<file path="src/hw/rtl/hdpl_pkg.sv">
// Shared types, codes and sizing constants for the half-duplex packet link.
package hdpl_pkg;

  localparam int TX_SLOTS_DEF      = 4;
  localparam int TX_SLOT_BYTES_DEF = 32;
  localparam int RX_BYTES_DEF      = 8;
  localparam int CMDQ_DEPTH        = 2;

  localparam logic [1:0] OP_ENQ    = 2'd0;
  localparam logic [1:0] OP_TXDONE = 2'd1;
  localparam logic [1:0] OP_RXBYTE = 2'd2;

  typedef enum logic [1:0] {
    CMD_ENQ,
    CMD_TXDONE,
    CMD_RXBYTE,
    CMD_NOP
  } cmd_op_t;

  typedef struct packed {
    cmd_op_t    op;
    logic [7:0] data;
    logic       eom;
  } cmd_t;

  typedef struct packed {
    logic valid;
    cmd_t cmd;
  } cmdq_out_t;

  typedef enum logic [1:0] {
    KIND_STATUS = 2'd0,
    KIND_TX     = 2'd1,
    KIND_RX     = 2'd2
  } kind_t;

  typedef enum logic [1:0] {
    B_IDLE,
    B_TXRD,
    B_TXOUT,
    B_RXOUT
  } bstate_t;

endpackage

</file>
<file path="src/hw/rtl/half_duplex_packet_link_top.sv">
// Top level of the half-duplex packet link: command front end and execution back end.
//
// Input channel (in_valid/in_stall): one event per transfer - enqueue an
// outgoing byte, a transmit-complete event or a byte received from the line.
// Result channel (out_valid/out_stall): each event yields one status result,
// one byte to put on the line, or the bytes of a completed received frame
// with out_frame_last on the final one.
// A two-entry command queue sits between the decoder and the back end, so
// input transfers keep landing while a result waits in the output register.
// Steps per event in the back end: a status result goes straight to the output
// register; a line byte passes through B_TXRD (slot memory read), then B_TXOUT
// (output); a received frame of N kept bytes goes through B_RXOUT, one byte per
// cycle from the receive buffer while the result channel does not stall.
// Reset (rst_n low, synchronous) empties both queues, idles the transmitter
// and restarts receive framing at a header byte; buffer contents are kept.
// A stall on the result channel holds the output register and the back end;
// the command queue then fills and in_stall rises.
module half_duplex_packet_link_top #(
  parameter int TX_SLOTS      = hdpl_pkg::TX_SLOTS_DEF,
  parameter int TX_SLOT_BYTES = hdpl_pkg::TX_SLOT_BYTES_DEF,
  parameter int RX_BYTES      = hdpl_pkg::RX_BYTES_DEF
) (
  input  logic       clk,
  input  logic       rst_n,
  input  logic       in_valid,
  output logic       in_stall,
  input  logic [1:0] in_op,
  input  logic [7:0] in_data_byte,
  input  logic       in_end_of_message,
  input  logic       in_framing_error,
  output logic       out_valid,
  input  logic       out_stall,
  output logic [1:0] out_kind,
  output logic [7:0] out_out_byte,
  output logic       out_frame_last,
  output logic       out_tx_active,
  output logic [2:0] out_queued_messages,
  output logic       out_message_dropped,
  output logic       out_rx_overflow
);
  import hdpl_pkg::*;

  cmdq_out_t q_out;
  logic      q_pop;

  hdpl_front u_front (
    .clk               (clk),
    .rst_n             (rst_n),
    .in_valid          (in_valid),
    .in_stall          (in_stall),
    .in_op             (in_op),
    .in_data_byte      (in_data_byte),
    .in_end_of_message (in_end_of_message),
    .in_framing_error  (in_framing_error),
    .q_out             (q_out),
    .q_pop             (q_pop)
  );

  hdpl_back #(
    .TX_SLOTS      (TX_SLOTS),
    .TX_SLOT_BYTES (TX_SLOT_BYTES),
    .RX_BYTES      (RX_BYTES)
  ) u_back (
    .clk                 (clk),
    .rst_n               (rst_n),
    .q_out               (q_out),
    .q_pop               (q_pop),
    .out_valid           (out_valid),
    .out_stall           (out_stall),
    .out_kind            (out_kind),
    .out_out_byte        (out_out_byte),
    .out_frame_last      (out_frame_last),
    .out_tx_active       (out_tx_active),
    .out_queued_messages (out_queued_messages),
    .out_message_dropped (out_message_dropped),
    .out_rx_overflow     (out_rx_overflow)
  );

endmodule

</file>
<file path="src/hw/rtl/hdpl_front.sv">
// Front end: decodes input transfers into commands and holds them in a short queue.
module hdpl_front (
  input  logic             clk,
  input  logic             rst_n,
  input  logic             in_valid,
  output logic             in_stall,
  input  logic [1:0]       in_op,
  input  logic [7:0]       in_data_byte,
  input  logic             in_end_of_message,
  input  logic             in_framing_error,
  output hdpl_pkg::cmdq_out_t q_out,
  input  logic             q_pop
);
  import hdpl_pkg::*;

  localparam int QP_W = (CMDQ_DEPTH > 1) ? $clog2(CMDQ_DEPTH) : 1;
  localparam int QC_W = $clog2(CMDQ_DEPTH + 1);

  cmd_t            q_mem [CMDQ_DEPTH];
  logic [QP_W-1:0] wr_ptr_r, wr_ptr_nxt;
  logic [QP_W-1:0] rd_ptr_r, rd_ptr_nxt;
  logic [QC_W-1:0] cnt_r, cnt_nxt;
  cmd_t            cmd_in;
  logic            push;
  logic            pop;

  always_comb begin
    cmd_in.data = in_data_byte;
    cmd_in.eom  = in_end_of_message;
    case (in_op)
      OP_ENQ:    cmd_in.op = CMD_ENQ;
      OP_TXDONE: cmd_in.op = in_framing_error ? CMD_NOP : CMD_TXDONE;
      OP_RXBYTE: cmd_in.op = in_framing_error ? CMD_NOP : CMD_RXBYTE;
      default:   cmd_in.op = CMD_NOP;
    endcase
  end

  assign in_stall = (cnt_r == QC_W'(CMDQ_DEPTH));
  assign push     = in_valid && !in_stall;
  assign pop      = q_pop && (cnt_r != '0);

  assign q_out.valid = (cnt_r != '0);
  assign q_out.cmd   = q_mem[rd_ptr_r];

  always_comb begin
    wr_ptr_nxt = wr_ptr_r;
    rd_ptr_nxt = rd_ptr_r;
    if (push) begin
      wr_ptr_nxt = (wr_ptr_r == QP_W'(CMDQ_DEPTH - 1)) ? '0 : wr_ptr_r + 1'b1;
    end
    if (pop) begin
      rd_ptr_nxt = (rd_ptr_r == QP_W'(CMDQ_DEPTH - 1)) ? '0 : rd_ptr_r + 1'b1;
    end
    cnt_nxt = cnt_r + QC_W'(push) - QC_W'(pop);
  end

  always_ff @(posedge clk) begin
    if (!rst_n) begin
      wr_ptr_r <= '0;
      rd_ptr_r <= '0;
      cnt_r    <= '0;
    end else begin
      wr_ptr_r <= wr_ptr_nxt;
      rd_ptr_r <= rd_ptr_nxt;
      cnt_r    <= cnt_nxt;
    end
  end

  always_ff @(posedge clk) begin
    if (push) begin
      q_mem[wr_ptr_r] <= cmd_in;
    end
  end

endmodule

</file>
<file path="src/hw/rtl/hdpl_back.sv">
// Back end: transmit queue, receive framer and the result output register.
module hdpl_back #(
  parameter int TX_SLOTS      = hdpl_pkg::TX_SLOTS_DEF,
  parameter int TX_SLOT_BYTES = hdpl_pkg::TX_SLOT_BYTES_DEF,
  parameter int RX_BYTES      = hdpl_pkg::RX_BYTES_DEF
) (
  input  logic                clk,
  input  logic                rst_n,
  input  hdpl_pkg::cmdq_out_t q_out,
  output logic                q_pop,
  output logic                out_valid,
  input  logic                out_stall,
  output logic [1:0]          out_kind,
  output logic [7:0]          out_out_byte,
  output logic                out_frame_last,
  output logic                out_tx_active,
  output logic [2:0]          out_queued_messages,
  output logic                out_message_dropped,
  output logic                out_rx_overflow
);
  import hdpl_pkg::*;

  localparam int SLOT_W = $clog2(TX_SLOTS);
  localparam int CNT_W  = $clog2(TX_SLOTS + 1);
  localparam int FILL_W = $clog2(TX_SLOT_BYTES + 1);
  localparam int MEM_N  = TX_SLOTS * TX_SLOT_BYTES;
  localparam int ADDR_W = $clog2(MEM_N);
  localparam int RXC_W  = $clog2(RX_BYTES + 1);
  localparam int RXI_W  = $clog2(RX_BYTES);

  logic [7:0]        tx_mem [MEM_N];
  logic [7:0]        mem_q_r;
  logic [FILL_W-1:0] tx_len [TX_SLOTS];
  logic [7:0]        rx_store [RX_BYTES];

  bstate_t           state_r, state_nxt;
  logic [SLOT_W-1:0] head_r, head_nxt;
  logic [SLOT_W-1:0] tail_r, tail_nxt;
  logic [CNT_W-1:0]  count_r, count_nxt;
  logic [FILL_W-1:0] fill_r, fill_nxt;
  logic              fdrop_r, fdrop_nxt;
  logic [FILL_W-1:0] send_r, send_nxt;
  logic              txing_r, txing_nxt;
  logic [3:0]        pend_r, pend_nxt;
  logic [RXC_W-1:0]  rxcnt_r, rxcnt_nxt;
  logic [RXC_W-1:0]  rxn_r, rxn_nxt;
  logic [RXC_W-1:0]  emit_r, emit_nxt;
  logic              dropped_r, dropped_nxt;
  logic              ovf_r, ovf_nxt;
  logic [ADDR_W-1:0] rd_addr_r, rd_addr_nxt;

  logic              ov_r, ov_nxt;
  kind_t             okind_r, okind_nxt;
  logic [7:0]        obyte_r, obyte_nxt;
  logic              olast_r, olast_nxt;
  logic              otx_r, otx_nxt;
  logic [CNT_W-1:0]  oq_r, oq_nxt;
  logic              odrop_r, odrop_nxt;
  logic              oovf_r, oovf_nxt;

  logic              mem_we;
  logic [ADDR_W-1:0] mem_wa;
  logic              len_we;
  logic              rx_we;
  logic [RXI_W-1:0]  rx_wa;
  logic              out_free;
  logic [CNT_W+2:0]  oq_ext;

  function automatic logic [ADDR_W-1:0] slot_addr(input logic [SLOT_W-1:0] slot,
                                                  input logic [FILL_W-1:0] idx);
    slot_addr = ADDR_W'(slot) * ADDR_W'(TX_SLOT_BYTES) + ADDR_W'(idx);
  endfunction

  function automatic logic [SLOT_W-1:0] slot_inc(input logic [SLOT_W-1:0] slot);
    slot_inc = (slot == SLOT_W'(TX_SLOTS - 1)) ? '0 : slot + 1'b1;
  endfunction

  assign out_free = !ov_r || !out_stall;

  always_comb begin
    logic [FILL_W-1:0] si;
    logic [CNT_W-1:0]  cnt;
    logic [RXC_W-1:0]  rc;
    logic [3:0]        len;
    logic              go_tx;
    logic              go_rx;
    logic              deliver;

    si      = '0;
    cnt     = '0;
    rc      = '0;
    len     = '0;
    go_tx   = 1'b0;
    go_rx   = 1'b0;
    deliver = 1'b0;

    state_nxt   = state_r;
    head_nxt    = head_r;
    tail_nxt    = tail_r;
    count_nxt   = count_r;
    fill_nxt    = fill_r;
    fdrop_nxt   = fdrop_r;
    send_nxt    = send_r;
    txing_nxt   = txing_r;
    pend_nxt    = pend_r;
    rxcnt_nxt   = rxcnt_r;
    rxn_nxt     = rxn_r;
    emit_nxt    = emit_r;
    dropped_nxt = dropped_r;
    ovf_nxt     = ovf_r;
    rd_addr_nxt = rd_addr_r;

    ov_nxt    = ov_r && out_stall;
    okind_nxt = okind_r;
    obyte_nxt = obyte_r;
    olast_nxt = olast_r;
    otx_nxt   = otx_r;
    oq_nxt    = oq_r;
    odrop_nxt = odrop_r;
    oovf_nxt  = oovf_r;

    q_pop  = 1'b0;
    mem_we = 1'b0;
    mem_wa = slot_addr(tail_r, fill_r);
    len_we = 1'b0;
    rx_we  = 1'b0;
    rx_wa  = '0;

    case (state_r)
      B_IDLE: begin
        if (q_out.valid && out_free) begin
          q_pop       = 1'b1;
          dropped_nxt = 1'b0;
          ovf_nxt     = 1'b0;
          case (q_out.cmd.op)
            CMD_ENQ: begin
              if (fdrop_r || (fill_r == '0 && count_r >= CNT_W'(TX_SLOTS))) begin
                dropped_nxt = 1'b1;
                fdrop_nxt   = !q_out.cmd.eom;
              end else begin
                si = fill_r;
                if (fill_r < FILL_W'(TX_SLOT_BYTES)) begin
                  mem_we = 1'b1;
                  si     = fill_r + 1'b1;
                end
                fill_nxt = si;
                if (q_out.cmd.eom) begin
                  len_we    = 1'b1;
                  tail_nxt  = slot_inc(tail_r);
                  count_nxt = count_r + 1'b1;
                  fill_nxt  = '0;
                  if (!txing_r) begin
                    txing_nxt   = 1'b1;
                    send_nxt    = '0;
                    go_tx       = 1'b1;
                    rd_addr_nxt = slot_addr(head_r, '0);
                  end
                end
              end
            end
            CMD_TXDONE: begin
              if (txing_r) begin
                si = send_r + 1'b1;
                if (si >= tx_len[head_r]) begin
                  head_nxt  = slot_inc(head_r);
                  cnt       = (count_r != '0) ? count_r - 1'b1 : count_r;
                  count_nxt = cnt;
                  send_nxt  = '0;
                  if (cnt == '0) begin
                    txing_nxt = 1'b0;
                  end else begin
                    go_tx       = 1'b1;
                    rd_addr_nxt = slot_addr(slot_inc(head_r), '0);
                  end
                end else begin
                  send_nxt    = si;
                  go_tx       = 1'b1;
                  rd_addr_nxt = slot_addr(head_r, si);
                end
              end
            end
            CMD_RXBYTE: begin
              if (!txing_r) begin
                rc = rxcnt_r;
                if (pend_r == '0) begin
                  len = q_out.cmd.data[7:4];
                  if (len != '0) begin
                    rx_we = 1'b1;
                    rx_wa = '0;
                    rc    = RXC_W'(1);
                    if (len == 4'd1) begin
                      deliver = 1'b1;
                    end else begin
                      pend_nxt = len - 1'b1;
                    end
                  end
                end else begin
                  if (rxcnt_r < RXC_W'(RX_BYTES)) begin
                    rx_we = 1'b1;
                    rx_wa = rxcnt_r[RXI_W-1:0];
                    rc    = rxcnt_r + 1'b1;
                  end else begin
                    ovf_nxt = 1'b1;
                  end
                  pend_nxt = pend_r - 1'b1;
                  if (pend_r == 4'd1) begin
                    deliver = 1'b1;
                  end
                end
                rxcnt_nxt = rc;
                if (deliver) begin
                  rxn_nxt   = rc;
                  rxcnt_nxt = '0;
                  emit_nxt  = '0;
                  go_rx     = 1'b1;
                end
              end
            end
            default: begin
            end
          endcase
          if (go_tx) begin
            state_nxt = B_TXRD;
          end else if (go_rx) begin
            state_nxt = B_RXOUT;
          end else begin
            ov_nxt    = 1'b1;
            okind_nxt = KIND_STATUS;
            obyte_nxt = '0;
            olast_nxt = 1'b0;
            otx_nxt   = txing_nxt;
            oq_nxt    = count_nxt;
            odrop_nxt = dropped_nxt;
            oovf_nxt  = ovf_nxt;
          end
        end
      end
      B_TXRD: begin
        state_nxt = B_TXOUT;
      end
      B_TXOUT: begin
        if (out_free) begin
          ov_nxt    = 1'b1;
          okind_nxt = KIND_TX;
          obyte_nxt = mem_q_r;
          olast_nxt = 1'b0;
          otx_nxt   = txing_r;
          oq_nxt    = count_r;
          odrop_nxt = dropped_r;
          oovf_nxt  = ovf_r;
          state_nxt = B_IDLE;
        end
      end
      B_RXOUT: begin
        if (out_free) begin
          ov_nxt    = 1'b1;
          okind_nxt = KIND_RX;
          obyte_nxt = rx_store[emit_r[RXI_W-1:0]];
          olast_nxt = (emit_r + 1'b1 == rxn_r);
          otx_nxt   = txing_r;
          oq_nxt    = count_r;
          odrop_nxt = dropped_r;
          oovf_nxt  = ovf_r;
          emit_nxt  = emit_r + 1'b1;
          if (emit_r + 1'b1 == rxn_r) begin
            state_nxt = B_IDLE;
          end
        end
      end
      default: begin
        state_nxt = B_IDLE;
      end
    endcase
  end

  always_ff @(posedge clk) begin
    if (!rst_n) begin
      state_r   <= B_IDLE;
      head_r    <= '0;
      tail_r    <= '0;
      count_r   <= '0;
      fill_r    <= '0;
      fdrop_r   <= 1'b0;
      send_r    <= '0;
      txing_r   <= 1'b0;
      pend_r    <= '0;
      rxcnt_r   <= '0;
      rxn_r     <= '0;
      emit_r    <= '0;
      dropped_r <= 1'b0;
      ovf_r     <= 1'b0;
      ov_r      <= 1'b0;
    end else begin
      state_r   <= state_nxt;
      head_r    <= head_nxt;
      tail_r    <= tail_nxt;
      count_r   <= count_nxt;
      fill_r    <= fill_nxt;
      fdrop_r   <= fdrop_nxt;
      send_r    <= send_nxt;
      txing_r   <= txing_nxt;
      pend_r    <= pend_nxt;
      rxcnt_r   <= rxcnt_nxt;
      rxn_r     <= rxn_nxt;
      emit_r    <= emit_nxt;
      dropped_r <= dropped_nxt;
      ovf_r     <= ovf_nxt;
      ov_r      <= ov_nxt;
    end
  end

  always_ff @(posedge clk) begin
    rd_addr_r <= rd_addr_nxt;
    okind_r   <= okind_nxt;
    obyte_r   <= obyte_nxt;
    olast_r   <= olast_nxt;
    otx_r     <= otx_nxt;
    oq_r      <= oq_nxt;
    odrop_r   <= odrop_nxt;
    oovf_r    <= oovf_nxt;
  end

  always_ff @(posedge clk) begin
    if (mem_we) begin
      tx_mem[mem_wa] <= q_out.cmd.data;
    end
    if (state_r == B_TXRD) begin
      mem_q_r <= tx_mem[rd_addr_r];
    end
  end

  always_ff @(posedge clk) begin
    if (len_we) begin
      tx_len[tail_r] <= fill_nxt == '0 ? (fill_r < FILL_W'(TX_SLOT_BYTES) ? fill_r + 1'b1
                                                                            : fill_r)
                                       : fill_nxt;
    end
    if (rx_we) begin
      rx_store[rx_wa] <= q_out.cmd.data;
    end
  end

  assign oq_ext = (CNT_W + 3)'(oq_r);

  assign out_valid           = ov_r;
  assign out_kind            = okind_r;
  assign out_out_byte        = obyte_r;
  assign out_frame_last      = olast_r;
  assign out_tx_active       = otx_r;
  assign out_queued_messages = oq_ext[2:0];
  assign out_message_dropped = odrop_r;
  assign out_rx_overflow     = oovf_r;

endmodule

</file>
<file path="config.mk">
export PLATFORM = sky130hd
export DESIGN_NAME = half_duplex_packet_link_top
export DESIGN_NICKNAME = d
export VERILOG_FILES = /design/src/hw/rtl/hdpl_pkg.sv /design/src/hw/rtl/half_duplex_packet_link_top.sv /design/src/hw/rtl/hdpl_front.sv /design/src/hw/rtl/hdpl_back.sv
export SDC_FILE = /design/constraint.sdc
export NUM_CORES = 1
export LEC_CHECK = 0
export ABC_CLOCK_PERIOD_IN_PS = 4200
export BUFFER_PORTS_ARGS = -buffer_cell sky130_fd_sc_hd__buf_2
export CAP_MARGIN = 5
export CORE_UTILIZATION = 39
export DETAILED_ROUTE_END_ITERATION = 16
export GPL_ROUTABILITY_DRIVEN = 0
export GPL_TIMING_DRIVEN = 0
export SETUP_SLACK_MARGIN = 0.5
export SYNTH_ARGS = -nofsm -noshare
export SYNTH_HDL_FRONTEND = slang
export SYNTH_SLANG_ARGS = --single-unit
</file>
<file path="constraint.sdc">
create_clock -name clk -period 4.2 [get_ports clk]
set_clock_uncertainty 0.1 [all_clocks]
set_input_delay 0.84 -clock clk [delete_from_list [all_inputs] [get_ports clk]]
set_output_delay 0.84 -clock clk [all_outputs]
set_load 0.01 [all_outputs]
</file>
# Yosys cells after proc, flatten, opt, wreduce, memory -nomap -nowiden
# Memory sizes are Yosys's and may differ from the RTL's. A register that Yosys moved wholly into a read port is not among the register bits.
# Index checks and enable logic that the tools add are counted.
# classes
add_sub_neg,16
mul,0
n_div,0
order_cmp,4
eq_ne,31
shifts,0
mux,166
bitwise_logic,2
reduce_logical,39
# ops
op,n
two-way mux 1 bit,82
two-way mux 6 bit,12
two-way mux 3 bit,17
two-way mux 4 bit,12
two-way mux 7 bit,6
two-way mux 8 bit,5
two-way mux 2 bit,16
AND reduction 5 bit,5
case mux 8 bit (3 select lines),1
AND reduction 6 bit,3
"!= test 2 x 1 -> 1 bit, second input constant",8
"!= test 2 bit, second input constant",8
adder 7 x 6 -> 7 bit,2
"== test 2 bit, second input constant",7
case mux 7 bit (2 select lines),1
"adder 6 x 1 -> 6 bit, second input constant",2
logical NOT 6 bit,2
case mux 1 bit (2 select lines),6
case mux 2 bit (3 select lines),2
case mux 3 bit (2 select lines),2
case mux 6 bit (2 select lines),1
"adder 4 x 1 -> 4 bit, second input constant",2
"== test 4 x 1 -> 1 bit, second input constant",2
case mux 2 bit (4 select lines),1
32 further kinds,53
# totals
reg_bits,70
latch_bits,0
ram_bits,1134
romBits,0
word_cells,288
memories,4
# mem_list
memory,depth,width,read_ports,rd_clocked_by_memory_dff,write_ports,line,rtl
u_back.tx_mem,128,8,1,1,1,hdpl_back.sv:31,logic [7:0] tx_mem [MEM_N];
u_back.rx_store,8,8,1,1,1,hdpl_back.sv:34,logic [7:0] rx_store [RX_BYTES];
u_back.tx_len,4,6,1,1,1,hdpl_back.sv:33,logic [FILL_W-1:0] tx_len [TX_SLOTS];
u_front.q_mem,2,11,1,1,1,hdpl_front.sv:19,cmd_t q_mem [CMDQ_DEPTH];

# Longest topological paths before layout
# logic_depth
depth_word,17
ltp_mapped,11
ltp_nobuf,9

# Hierarchy
# Synthesis repeated with hierarchy kept, for this count alone.
# hier_totals
cells_unflattened,2598
area_unflattened_um2,48197.5
# by_module_without_submodules
mod,n_inst,cells_per_inst,area_per_inst_um2,seq_area_each_um2
hdpl_back,1,2535,47152.7,35293.8
hdpl_front,1,63,1044.8,760.7

# Worst setup path before layout
# OpenSTA, ideal clock, no wires.
# synth_path
kind,register to register
start,reg (tool-made name)
end,reg u_back.olast_r (netlist: u_back.out_frame_last) (enable)
setup_time_ns,0.394
t_arrival_ns,4.133
slack_ns,-0.427
path_stages_with_launch,12
n_path_buf,2
synth_period_minus_slack_ns,4.627
path_cell_list,dfxtp_1 buf_6 buf_4 mux2i_1 inv_1 ha_1 and2_1 o2111ai_1 and2_1 nor2_1 a311o_1 o21ai_0
# synth_rtl
element,line,rtl
end signal: assignment,hdpl_back.sv:316,olast_r <= olast_nxt;
end: declaration,hdpl_back.sv:55,"logic olast_r, olast_nxt;"

==> flow_summary.toml <==
[outcome]
status = "finished, final reports clean"

[layout]
area.sequential_mm2 = 0.03606
drive_above_1_share_pct = 22.15
instances_no_fill = 4510
fill_cells = 10258
area_delta_synth_final_pct = 14.93
antennaDiodeCount = 0
nNetsFinal = 2835
final_core_util_pct = 45.29
multi_input_area_mm2 = 0.01217

[drt]
drt-met1-wl_um = 47580
top_layer_used = "met4"
drcViolationCount = 0
dr.pass1.iters = 5
vias_per_cell = 5.563
post_drt_wl_per_cell_um = 26.10
num_vias = 25090
antenna_left = 0
routed-wl-met3_um = 8040
drt-total-wl_um = 117700
drtIter0Drc = 2773
wl_met2_um = 58300

[power_and_ir_drop]
p_leak_nw = 17.42
pwr-share-seq_pct = 50.8
switching_share_pct = 25.44
p_clk_share_pct = 36.1
switching_power_w = 0.007452
internal_power_w = 0.02184
comb_power_share_pct = 13.2
ir_worst_vdd_v = 0.0003827
powerDensity_mw_per_mm2 = 529.3

[clock_tree]
ctsHoldBuffers = 0
cts_tree = "done"
root_buffer = "clkbuf_16"
cts_made_buffers = 121
ctsLongestPathBuffers = 3
worst_setup_hold_path_clk_slew_ns = 0.06
htree_levels = 3
clock-sinks = 1218
clk_latency_ns = 0.72

[setup_path]
r2r_slack_ns = 0.48
cp-start-kind = "flop"
worst-path-max-fanout = 10
cp.arrival_ns = 4.01
crit_required_ns = 4.49
crit_path_end_kind = "flop"
path_class = "flop to flop"

[synth]
yosysSeqAreaShare_pct = 74.87
yosysWarnings = 0
yosysTopAreaCellShare_pct = 72.71
synthCells = 2615
synth_nets = 2660
synth_area_per_cell_um2 = 18.41
synth_seq_cells = 1218
syn_area_mm2 = 0.04815
synth_ff_type = "edfxtp_1"
ys_top_cells_by_area = "edfxtp_1 73%, mux4_2 10%, mux2i_1 3.1%, dfxtp_1 2.2%, nor2_1 1.6%"
synth_top_cell_by_area = "edfxtp_1"
ys_types = 78
ys_async_sr_fraction_pct = 0
synth-edff-count = 1166

[timing]
fmax_mhz = 268.6
relSlewSlack_pct = 24.29
fin_crit_sh_pct = 88.64
worst_slack_ns = 0.4771
whs_ns = 0.2172
slew_viol_final = 0
rsz0062_at_grt = "yes"
tightest_slew_ns = 1.136
hold_viol = 0
fin_crit_ns = 3.723
finalSetupViolations = 0

[flow_run]
cap_violations = 0

[floorplanning]
rows = 128
dieArea_mm2 = 0.1249
initial_core_util_pct = 39.41
ios = 35
die_x_um = 353.4
core-area_mm2 = 0.1222
die_h_um = 353.4

[placed_design]
place_ws_ns = -0.3868
dpl.cell_count = 4283
place_hpwl_um = 76620
port_buffers = 34

[grt]
grt_start_max_net_pins = 139
grt_usage_pct = 18.75
antenna_found_initial = 1
grt_pass1_vias = 26061
grt_pass1_wl_um = 172600
gr-total-overflow = 0

[worst_hold_path]
hold_path.class = "primary input to flop"
==> cell usage after synthesis (30+ instances only) <==
cell type,n
clkbuf_1,68
a211oi_1,58
o21ai_0,31
buf_2,46
edfxtp_1,1166
nand2_1,161
nor2_1,206
mux4_2,214
a21oi_1,30
a22oi_1,69
mux2i_1,151
dfxtp_1,52
inv_1,31
o22ai_1,60
==> routing by layer <==
layer / up-vias / GRT usage (%)
met2: 922 / 31.39
li1: 10891 / -
met3: 219 / 3.607
met4: 0 / 6.216
met1: 13058 / 24.53
met5: - / 0
==> state kept, by name, summed over array words and instances, names as in the netlist, 2 cells and up, named ones only <==
| signal | count |
|---|---|
| u_back.emit_r | 4 |
| u_back.rxcnt_r | 4 |
| u_back.out_out_byte | 8 |
| u_back.send_r | 6 |
| u_back.head_r | 2 |
| u_back.state_r | 2 |
| u_back.out_queued_messages | 3 |
| u_back.rxn_r | 4 |
| u_back.fill_r | 6 |
| u_back.rd_addr_r | 7 |
| u_back.tail_r | 2 |
| u_back.count_r | 3 |
| u_back.tx_len | 24 |
| u_back.rx_store | 64 |
| u_front.cnt_r | 2 |
| u_back.out_kind | 2 |
| u_back.pend_r | 4 |
| u_back.mem_q_r | 8 |
| u_back.tx_mem | 1024 |
| u_front.q_mem | 22 |
==> worst max-delay path: stages, from the launching register on <==
cell,delay (ns)
edfxtp_1,0.48
nor2_2,0.70
clkbuf_1,0.66
a22oi_1,0.26
nand2_1,0.20
nand3_1,0.21
nor4_1,0.78
==> through the flow <==
stage          power (W)  TNS [ns]  cell area (um2)
5_1_grt          0.03017         0            55340
4_1_cts          0.02945         0            55230
2_1_floorplan    0.01726         0            48220
3_5_place_dp     0.01895    -20.65            50680
3_3_place_gp     0.01876   -308.90            50420
6_report         0.02930         0            55340
==> final timing paths <==
kind	startpoint	depth (start not counted)	to
worst min-delay path	in_data_byte[7]	1	u_front.q_mem[1][8]$_DFFE_PP_
worst min register to register	u_back.dropped_r$_SDFFE_PN0P_	2	u_back.dropped_r$_SDFFE_PN0P_
worst max-delay path	u_back.rd_addr_r[1]$_SDFFCE_PP0P_	6	u_back.mem_q_r[5]$_DFFE_PP_
worst max register to register	u_back.rd_addr_r[1]$_SDFFCE_PP0P_	6	u_back.mem_q_r[5]$_DFFE_PP_
==> what timing repair did <==
item                       in CTS  in global routing
setup buffers                   4                  4
cloned                          1                  0
pin swaps                       2                  2
resized for setup             180                 26
setup endpoints to repair     898                874
hold endpoints to repair        0                  0
==> power by group through the flow <==
| stage | Clock, W | Combinational (W) | Sequential (W) |
|---|---|---|---|
| after floorplan | 0 | 0.00206 | 0.0152 |
| after global placement | 0 | 0.00344 | 0.0153 |
| after detailed placement | 0 | 0.00383 | 0.0151 |
| after CTS | 0.0107 | 0.00388 | 0.0149 |
| after global routing | 0.0111 | 0.00414 | 0.0149 |
| final | 0.0106 | 0.00386 | 0.0149 |
==> layout make-up <==
type,count,share of cell area [%]
multi-input cells,1231,21.99
well taps,1625,3.674
repair inverters,1,0.009043
plain buffers,134,1.167
clock inverters,72,1.361
inverters,32,0.2329
flip-flops and latches,1218,65.15
clock buffers,146,5.641
repair buffers,51,0.7732
==> cells by family after synthesis <==
kind of cell	synth area share, %
adder cells (fa/ha/maj)	0.7535
AO/OA/AOI/OAI	4.477
XOR/XNOR	0.4183
flip-flops	74.87
multiplexers	13.33
AND/OR/NAND/NOR	4.682
buffers and inverters	1.460
==> cells in the final DEF (no fill, tap or decap), drive strengths merged, types with 31 or more instances in the layout <==
| cell type | n |
|---|---|
| mux4 | 214 |
| clkinv | 53 |
| o22ai | 61 |
| dfxtp | 52 |
| a22oi | 69 |
| mux2i | 152 |
| nand2 | 161 |
| nand3 | 31 |
| o21ai | 31 |
| edfxtp | 1166 |
| nor2 | 207 |
| a211oi | 60 |
| buf | 116 |
| inv | 34 |
| clkbuf | 215 |
Note: power is estimated with default switching activity, not from simulation.
